`src/hw/rtl/tap_div.sv`:
```
// Restoring divider, one quotient bit per cycle, for the tile block.
// No dependencies.
`timescale 1ns / 1ps
`default_nettype none

module tap_div #(
    parameter int DIVIDEND_W = 20,
    parameter int DIVISOR_W  = 12
) (
    input  wire logic                  clk,
    input  wire logic                  rst_n,
    input  wire logic                  start,
    input  wire logic [DIVIDEND_W-1:0] dividend,
    input  wire logic [DIVISOR_W-1:0]  divisor,
    output logic                       valid,
    output logic      [DIVIDEND_W-1:0] quotient
);

    localparam int CNT_W = $clog2(DIVIDEND_W + 1);

    logic [CNT_W-1:0]      cnt_reg, cnt_next;
    logic                  valid_reg, valid_next;
    logic [DIVISOR_W-1:0]  rem_reg, rem_next;
    logic [DIVISOR_W-1:0]  dvs_reg, dvs_next;
    logic [DIVIDEND_W-1:0] quo_reg, quo_next;
    logic [DIVISOR_W:0]    trial;

    // One shift-and-subtract step per cycle.
    always_comb
    begin
        trial      = {rem_reg, quo_reg[DIVIDEND_W-1]};
        cnt_next   = cnt_reg;
        valid_next = valid_reg;
        rem_next   = rem_reg;
        dvs_next   = dvs_reg;
        quo_next   = quo_reg;
        if (start)
        begin
            cnt_next   = CNT_W'(DIVIDEND_W);
            valid_next = 1'b0;
            rem_next   = '0;
            dvs_next   = divisor;
            quo_next   = dividend;
        end
        else if (cnt_reg != '0)
        begin
            if (trial >= {1'b0, dvs_reg})
            begin
                rem_next = DIVISOR_W'(trial - {1'b0, dvs_reg});
                quo_next = {quo_reg[DIVIDEND_W-2:0], 1'b1};
            end
            else
            begin
                rem_next = trial[DIVISOR_W-1:0];
                quo_next = {quo_reg[DIVIDEND_W-2:0], 1'b0};
            end
            cnt_next = cnt_reg - 1'b1;
            if (cnt_reg == CNT_W'(1))
                valid_next = 1'b1;
        end
    end

    // Control state.
    always_ff @(posedge clk or negedge rst_n)
    begin
        if (!rst_n)
        begin
            cnt_reg   <= '0;
            valid_reg <= 1'b0;
        end
        else
        begin
            cnt_reg   <= cnt_next;
            valid_reg <= valid_next;
        end
    end

    // Datapath registers.
    always_ff @(posedge clk)
    begin
        rem_reg <= rem_next;
        dvs_reg <= dvs_next;
        quo_reg <= quo_next;
    end

    assign valid    = valid_reg;
    assign quotient = quo_reg;

endmodule

`default_nettype wire

```
`config.mk`:
```
export PLATFORM = sky130hd
export DESIGN_NAME = tap_div
export DESIGN_NICKNAME = d
export VERILOG_FILES = /design/src/hw/rtl/tap_div.sv
export SDC_FILE = /design/constraint.sdc
export NUM_CORES = 1
export LEC_CHECK = 0
export BUFFER_PORTS_ARGS = -buffer_cell sky130_fd_sc_hd__buf_2
export CORE_ASPECT_RATIO = 0.5
export CORE_MARGIN = 2
export CORE_UTILIZATION = 30
export DETAILED_ROUTE_END_ITERATION = 10
export MAX_ROUTING_LAYER = met4
export SLEW_MARGIN = 20
export SYNTH_ARGS = -nofsm -noshare
export SYNTH_HDL_FRONTEND = slang
export SYNTH_SLANG_ARGS = --single-unit
```
`constraint.sdc`:
```
create_clock -name clk -period 3.2 [get_ports clk]
set_clock_uncertainty 0.2 [all_clocks]
set_input_delay 0 -clock clk [delete_from_list [all_inputs] [get_ports clk]]
set_output_delay 0 -clock clk [all_outputs]
set_load 0.01 [all_outputs]
```
==> results of run 1 <==
## metrics by stage
stage / std cells / area [sq um]
2_1_floorplan: 230 / 2640
3_3_place_gp: 396 / 3040
3_5_place_dp: 396 / 3040
4_1_cts: 439 / 3540
5_1_grt: 439 / 3540
6_report: 439 / 3540
## layer usage
| layer | up-vias | GRT usage (%) | wire [um] |
|---|---|---|---|
| li1 | 1037 | - | - |
| met1 | 985 | 16.4 | 2750 |
| met2 | 69 | 23.2 | 3040 |
| met3 | 10 | 3.27 | 285 |
| met4 | 0 | 4.63 | 101 |
| met5 | - | - | 0 |
## worst max-delay path by stage
stage	slack (ns)	end	depth (start not counted)	from
final	0.47	rem_reg[1]	8	dvs_reg[6]
after global routing	0.39	rem_reg[0]	8	dvs_reg[6]
after CTS	0.52	rem_reg[1]	8	dvs_reg[6]
after detailed placement	0.53	rem_reg[1]	8	dvs_reg[6]
after global placement	0.59	rem_reg[1]	8	dvs_reg[6]
after floorplan	0.71	quotient[0]	7	dvs_reg[6]
## power breakdown
part / internal [W] / switching [W]
Clock: 0.000290 / 0.000242
Sequential: 0.000824 / 0.0000898
Combinational: 0.000424 / 0.000530
Total: 0.00154 / 0.000861
## cell usage after synthesis, types with 2 or more instances
master and n:
a21o_1 3, a21oi_1 6, a31oi_1 2, a32oi_1 2, and3_1 2, buf_1 3, clkbuf_1 5, dfrtp_1 6
dfxtp_1 12, edfxtp_1 32, ha_1 15, inv_1 18, mux2_2 20, nand2_1 20, nand2b_1 3, nand3_1 12
nand3b_1 3, nand4_1 2, nor2_1 11, nor2b_1 3, nor3_1 3, nor4_1 3, o211ai_1 3, o21ai_0 4
o311ai_0 4, o31ai_1 3, or3_2 2, xnor2_1 5, xor2_1 4
## worst max-delay path, stage by stage, from the launching register on
cell,delay (ns)
edfxtp_1,0.32
inv_1,0.04
ha_1,0.33
a21o_1,0.20
a31o_1,0.25
a2111o_1,0.46
a31oi_4,0.42
nand2_1,0.13
a32o_1,0.26
## what timing repair did
action,in CTS,in global routing
hold endpoints to repair,46,0
setup buffers,0,0
hold buffers,35,0
## layout make-up
| cell class | count | area, sq um |
|---|---|---|
| fill | 805 | 5080 |
| sequential | 50 | 1350 |
| multi-input combinational | 153 | 1180 |
| timing repair buffer | 93 | 648 |
| tap | 117 | 146 |
| clock buffer | 5 | 125 |
| inverter | 18 | 67.6 |
| clock inverter | 3 | 21.3 |
## cells by family after synthesis
| family | share of synthesized area (%) |
|---|---|
| simple gates | 12.7 |
| flops | 51.3 |
| compound gates | 12.1 |
| buf+inv | 4.13 |
| mux | 8.92 |
| fa+ha+maj | 7.88 |
| xor+xnor | 2.99 |
==> results.py, run 1 <==
metrics = {
    "outcome": {
        "status": "complete, no violations",
    },
    "synthesis": {
        "yosysSeqAreaShare_pct": 51.3,
        "yosysTopAreaCell": "edfxtp_1",
        "netlist_area_sq_um": 2640,
        "yosys_register_bits": 50,
        "async_reset_ff_share_pct": 12.0,
        "ys_warn_count": 0,
        "synth_area_leaders": "edfxtp_1, dfxtp_1, mux2_2",
        "synth_top_area_share_pct": 36.4,
        "synthCells": 230,
        "synth.distinct_cells": 48,
        "synthFlopType": "edfxtp_1",
        "syn_avg_cell_area_sq_um": 11.5,
        "syn_nets": 281,
        "synth_edf_count": 32,
    },
    "power_and_ir_drop": {
        "peakVddDrop_mv": 0.228,
        "p_per_area_nw_per_um2": 678,
        "p_total_w": 0.00240,
        "leakagePower_nw": 1.52,
    },
    "setup_path": {
        "crit_path_end_kind": "register",
        "reg2reg_to": "rem_reg[1]",
        "setup.worst_path.class": "reg2reg",
        "cp.required_ns": 3.18,
        "rrSetupSlack_ns": 0.47,
        "cp_max_fo": 16,
        "worstPathArrival_ns": 2.72,
        "critical_path.startpoint_type": "register",
        "rr_startpoint": "dvs_reg[6]",
        "r2r_cells": 8,
    },
    "drt": {
        "drt_iter0_drc": 74,
        "wl_mm": 6.17,
        "drcViolationCount": 0,
        "vias_per_cell": 4.79,
        "ant_nets": 0,
        "detail_route.wl_per_cell_um": 14.1,
        "dr.pass1.iters": 5,
        "vias": 2101,
    },
    "grt": {
        "grt_pass1_vias": 2144,
        "overflow": 0,
        "antenna_found_initial": 0,
        "grtUsageTotal_pct": 13.8,
        "grt_max_degree": 28,
        "grt_pass1_wl_mm": 10.1,
    },
    "clocking": {
        "tritoncts": "built",
        "clk_pin_slew_worst_paths_ns": 0.07,
        "cts_buffer_depth": 2,
        "cts_resized": 0,
        "h-tree-depth": 2,
        "numCtsBuffers": 5,
        "cts.sinks": 50,
        "clkLatencyLatePin_ns": 0.29,
        "root_buffer": "clkbuf_16",
    },
    "timing": {
        "drv_slew": 0,
        "setup_viol": 0,
        "tightest_slew_ns": 0.798,
        "relSlewSlack_pct": 46.8,
        "period_share_pct": 85.4,
        "final-hold-violation-count": 0,
        "rsz0062_at_grt": "false",
        "holdWs_ns": 0.221,
        "layout_setup_ws_ns": 0.467,
        "post-route-min-period_ns": 2.73,
        "clock.fmax_mhz": 366,
        "final.setup.tns_ns": 0,
    },
    "floorplanning": {
        "die-area_sq_um": 9600,
        "core_area_sq_um": 8620,
        "floorplan.initialDensity_pct": 30.6,
        "pin_count": 56,
        "die_w_um": 137,
        "die_height_um": 70.3,
        "placementRows": 24,
    },
    "layout": {
        "areaGrowthSynthToFinish_pct": 34.1,
        "fin_util_pct": 41.0,
        "num_antenna_cells": 0,
        "largest_reg_flops": 20,
        "mostFrequentLayoutCells": "buf_2, dlygate4sd3_1, edfxtp_1",
        "final_common_cell": "buf_2",
        "fin_nets": 372,
        "drive_gt1_share_pct": 29.2,
    },
    "worst_hold_path": {
        "hp-start": "divisor[5]",
        "hold_class": "in2reg",
        "hold_depth": 2,
        "min_to": "dvs_reg[5]",
    },
    "place": {
        "io_buffers": 55,
        "dp_hpwl_mm": 4.10,
        "place.gp.congestion": 0.852,
        "dpl_worst_slack_ns": 0.535,
    },
    "job": {
        "drv_cap": 0,
    },
}
(Power assumes the default switching activity.)
==> run 2: changes to the inputs <==
CELL_PAD_IN_SITES_DETAIL_PLACEMENT = 2   (was not set)
CELL_PAD_IN_SITES_GLOBAL_PLACEMENT = 2   (was not set)
PLACE_DENSITY_LB_ADDON = 0.1   (was not set)
clock period = 2.8 ns   (was 3.2 ns; I/O delays follow)
==> results.py, run 2 (same netlist as run 1, synthesis figures left out) <==
metrics = {
    "outcome": {
        "status": "complete, no violations",
    },
    "power_and_ir_drop": {
        "leakagePower_nw": 1.55,
        "p_per_area_nw_per_um2": 822,
        "switchingPower_w": 0.00104,
        "pwr-share-clk_pct": 24.3,
        "swShare_pct": 35.4,
        "peakVddDrop_mv": 0.286,
        "p_seq_share_pct": 35.5,
        "p_int_w": 0.00190,
        "combinationalPowerShare_pct": 40.2,
    },
    "layout": {
        "final_common_cell": "buf_2",
        "fin_cells": 443,
        "mostFrequentLayoutCells": "buf_2, dlygate4sd3_1, edfxtp_1",
        "largest_reg_flops": 20,
        "fin_nets": 376,
        "drive_gt1_share_pct": 29.8,
        "multi_input_area_sq_um": 1180,
        "areaGrowthSynthToFinish_pct": 36.1,
        "seq_area_sq_um": 1350,
        "fill_cells": 890,
        "num_antenna_cells": 0,
    },
    "drt": {
        "vias_per_cell": 4.85,
        "dr.pass1.iters": 4,
        "drt_iter0_drc": 57,
        "wl_mm": 7.52,
        "vias": 2147,
        "drcViolationCount": 0,
        "ant_nets": 0,
        "detail_route.wl_per_cell_um": 17.0,
    },
    "clocking": {
        "root_buffer": "clkbuf_16",
        "numCtsBuffers": 5,
        "h-tree-depth": 2,
        "cts.sinks": 50,
        "clkLatencyLatePin_ns": 0.30,
        "cts_buffer_depth": 2,
        "tritoncts": "built",
        "clk_pin_slew_worst_paths_ns": 0.07,
    },
    "floorplanning": {
        "die_w_um": 137,
        "placementRows": 24,
        "core_area_sq_um": 8620,
        "floorplan.initialDensity_pct": 30.6,
        "pin_count": 56,
        "die_height_um": 70.3,
        "die-area_sq_um": 9600,
    },
    "place": {
        "io_buffers": 55,
        "place.gp.congestion": 0.821,
        "dp_hpwl_mm": 5.24,
        "placed_cells_incl_taps": 399,
    },
    "setup_path": {
        "path_buf_inv": 1,
        "cp.required_ns": 2.66,
        "slowest_delay_ns": 0.47,
        "critical_path.startpoint_type": "register",
        "rr_startpoint": "dvs_reg[6]",
        "critPathTopFamily": "compound AO/OA/AOI/OAI gates",
        "worst_path_max_delay_cell": "a2111o_1",
        "worstPathArrival_ns": 2.50,
        "crit_path_end_kind": "register",
        "setup.worst_path.class": "reg2reg",
        "cp_max_fo": 7,
        "path_cells": "inv_1 > ha_1 > a21o_1 > a31o_1 > a2111o_1 > a31o_2 > mux2_2",
        "cp-startpoint": "dvs_reg[6]",
    },
    "timing": {
        "clock.fmax_mhz": 379,
        "rsz0062_at_grt": "false",
        "final-hold-violation-count": 0,
        "tightest_slew_ns": 0.903,
        "period_share_pct": 94.3,
        "drv_slew": 0,
        "final.setup.tns_ns": 0,
        "setup_viol": 0,
        "post-route-min-period_ns": 2.64,
        "relSlewSlack_pct": 39.7,
    },
    "grt": {
        "overflow": 0,
        "grt_max_degree": 38,
        "grt_pass1_vias": 2407,
        "grt_pass1_wl_mm": 12.7,
        "antenna_found_initial": 0,
        "grtUsageTotal_pct": 18.0,
    },
    "worst_hold_path": {
        "hold_class": "in2reg",
        "hp-start": "divisor[2]",
    },
    "job": {
        "drv_cap": 0,
    },
}
==> run 2: final timing paths <==
| check | end | slack [ns] | depth (start not counted) |
|---|---|---|---|
| worst min register to register | rem_reg[11] | 0.27 | 2 |
| min in group asynchronous | cnt_reg[2] | 0.46 | 3 |
| max in group asynchronous | valid | 1.71 | 3 |
| worst min-delay path | dvs_reg[2] | 0.20 | 2 |
| worst max-delay path | quotient[0] | 0.16 | 7 |
| worst max register to register | quotient[0] | 0.16 | 7 |
==> run 2: per-layer routing <==
layer  vias up  wire length (um)  track usage [%]
li1       1040                 -                -
met1      1056              3450             22.2
met2        45              3630             29.0
met3         6               352             5.16
met4         0                85             4.51
met5         -                 0                -
==> run 2: repair_timing <==
action / 4_1_cts / 5_1_grt
setup buffers: 0 / 1
resized for setup: 0 / 0
endpoints found under the setup margin: 0 / 2
hold endpoints to repair: 40 / 0
hold buffers: 35 / 0
==> run 2: final cells by class <==
class,instances,share of cell area [%]
Tap cell,117,4.08
Sequential cell,50,37.7
Multi-Input combinational cell,153,32.8
Timing Repair Buffer,97,18.9
Clock inverter,2,1.08
Clock buffer,6,3.59
Inverter,18,1.88
==> run 2: power by group through the flow <==
stage / combinational, W / clock [W] / sequential (W)
finish: 0.00118 / 0.000717 / 0.00105
global route: 0.00134 / 0.000764 / 0.00107
global placement: 0.00110 / 0 / 0.00106
detailed placement: 0.00113 / 0 / 0.00106
floorplan: 0.000788 / 0 / 0.00105
CTS: 0.00117 / 0.000739 / 0.00105
==> run 2: per-stage QoR <==
stage	util (%)	area (sq um)	hold slack (ns)	power (W)	worst slack [ns]
global placement	35.5	3060	-0.367	0.00216	0.204
CTS	41.5	3580	0.197	0.00296	0.129
finish	41.6	3590	0.201	0.00295	0.159
global route	41.6	3590	0.209	0.00317	0.0180
floorplan	-	2640	-0.496	0.00184	0.311
detailed placement	35.5	3060	-0.363	0.00219	0.134
==> run 3: changes to the inputs <==
CORE_UTILIZATION = 35   (was 30)
==> results.py, run 3 (same netlist as run 1, synthesis figures left out) <==
metrics = {
    "layout": {
        "drive_gt1_share_pct": 29.8,
        "fill_cells": 738,
        "final_area_sq_um": 3560,
        "final_common_cell": "buf_2",
        "mostFrequentLayoutCells": "buf_2, dlygate4sd3_1, edfxtp_1",
        "fin_util_pct": 48.6,
        "fin_nets": 376,
        "largest_reg_flops": 20,
        "num_antenna_cells": 0,
        "areaGrowthSynthToFinish_pct": 35.1,
    },
    "setup_path": {
        "cp.required_ns": 2.65,
        "crit_path_end_kind": "register",
        "path_buf_inv": 1,
        "critPathTopFamily": "compound AO/OA/AOI/OAI gates",
        "path_cells": "inv_1 > ha_1 > a21o_1 > a31o_1 > a2111o_1 > a31o_2 > mux2_2",
        "critical_path.startpoint_type": "register",
        "slowest_delay_ns": 0.47,
        "worst_path_max_delay_cell": "a2111o_1",
        "cp_max_fo": 7,
        "setup.worst_path.class": "reg2reg",
        "worstPathArrival_ns": 2.50,
    },
    "place": {
        "dp_hpwl_mm": 5.06,
        "io_buffers": 55,
        "place.gp.congestion": 0.872,
        "place_area_sq_um": 3040,
    },
    "power_and_ir_drop": {
        "peakVddDrop_mv": 0.292,
        "p_seq_share_pct": 35.9,
        "p_per_area_nw_per_um2": 825,
        "p_total_w": 0.00294,
        "combinationalPowerShare_pct": 40.0,
        "switchingPower_w": 0.00105,
        "swShare_pct": 35.7,
        "leakagePower_nw": 1.55,
        "p_int_w": 0.00189,
        "pwr-share-clk_pct": 24.1,
    },
    "floorplanning": {
        "pin_count": 56,
        "floorplan.initialDensity_pct": 36.0,
        "die_w_um": 127,
        "die-area_sq_um": 8280,
        "placementRows": 22,
        "core_area_sq_um": 7320,
        "die_height_um": 65.4,
    },
    "clocking": {
        "postCtsSetupBuffers": 0,
        "tritoncts": "built",
        "clk_pin_slew_worst_paths_ns": 0.07,
        "cts_resized": 0,
        "root_buffer": "clkbuf_16",
        "cts.sinks": 50,
        "cts_buffer_depth": 2,
        "h-tree-depth": 2,
        "clkLatencyLatePin_ns": 0.29,
        "numCtsBuffers": 5,
    },
    "drt": {
        "detail_route.wl_per_cell_um": 18.5,
        "wl_mm": 7.82,
        "vias": 2152,
        "drcViolationCount": 0,
        "vias_per_cell": 5.10,
        "ant_nets": 0,
        "dr.pass1.iters": 4,
        "drt_iter0_drc": 106,
    },
    "grt": {
        "grt_pass1_vias": 2425,
        "grt_max_degree": 33,
        "overflow": 0,
        "antenna_found_initial": 0,
        "grtUsageTotal_pct": 20.8,
        "grt_pass1_wl_mm": 12.7,
    },
    "job": {
        "drv_cap": 0,
    },
    "worst_hold_path": {
        "hold_class": "in2reg",
    },
    "timing": {
        "drv_slew": 0,
        "clock.fmax_mhz": 378,
        "post-route-min-period_ns": 2.65,
        "period_share_pct": 94.5,
        "final.setup.tns_ns": 0,
        "relSlewSlack_pct": 36.3,
        "tightest_slew_ns": 0.954,
        "final-hold-violation-count": 0,
        "rsz0062_at_grt": "false",
        "setup_viol": 0,
    },
    "outcome": {
        "status": "complete, no violations",
    },
}
run 3: cell counts in the layout (fill, tap and decap cells not counted):
No cell type changed its count.
run 3: per-layer routing:
layer  wire length (um)  track usage [%]  vias up  part of all wire (%)
met2               3930             37.7       44                    50
met5                  0                -        -                     0
met4                 62             3.98        0                  0.79
li1                   -                -     1041                     -
met3                318             5.54        6                   4.1
met1               3510             23.8     1061                    45
run 3: area by class of cell:
class	instances	area, sq um	share of cell area (%)
Multi-Input combinational cell	153	1180	33.0
Inverter	18	67.6	1.90
Timing Repair Buffer	97	678	19.0
Tap cell	96	120	3.37
Clock inverter	2	38.8	1.09
Clock buffer	6	129	3.62
Sequential cell	50	1350	37.9
run 3: worst register-to-register path, stage by stage (launching register included):
cell      delay [ns]
edfxtp_1        0.37
inv_1           0.07
ha_1            0.27
a21o_1          0.21
a31o_1          0.25
a2111o_1        0.47
a31o_2          0.30
mux2_2          0.27
run 3: repair_timing:
item                                    4_1_cts  5_1_grt
hold endpoints to repair                     44        0
hold buffers                                 35        0
endpoints found under the setup margin        0        0
run 3: path summary, 6_finish.rpt:
path                       slack (ns)          end  cells past startpoint         from
max                              0.15  quotient[0]                      7   dvs_reg[6]
min                              0.21  dvs_reg[10]                      2  divisor[10]
max reg2reg                      0.15  quotient[0]                      7   dvs_reg[6]
min reg2reg                      0.31  rem_reg[11]                      2  rem_reg[11]
max in group asynchronous        1.70   cnt_reg[2]                      3        rst_n
min in group asynchronous        0.46   cnt_reg[4]                      3        rst_n
run 3: stage by stage:
| stage | setup slack (ns) | hold slack [ns] | std cells |
|---|---|---|---|
| 2_1_floorplan | 0.311 | -0.496 | 230 |
| 3_3_place_gp | 0.207 | -0.364 | 379 |
| 3_5_place_dp | 0.148 | -0.363 | 379 |
| 4_1_cts | 0.144 | 0.203 | 422 |
| 5_1_grt | 0.0568 | 0.219 | 422 |
| 6_report | 0.153 | 0.212 | 422 |
run 3: power by group through the flow:
stage | sequential, W | clock, W | combinational [W]
CTS | 0.00105 | 0.000725 | 0.00118
detailed placement | 0.00107 | 0 | 0.00112
global route | 0.00107 | 0.000756 | 0.00131
finish | 0.00105 | 0.000708 | 0.00117
floorplan | 0.00105 | 0 | 0.000788
global placement | 0.00105 | 0 | 0.00108
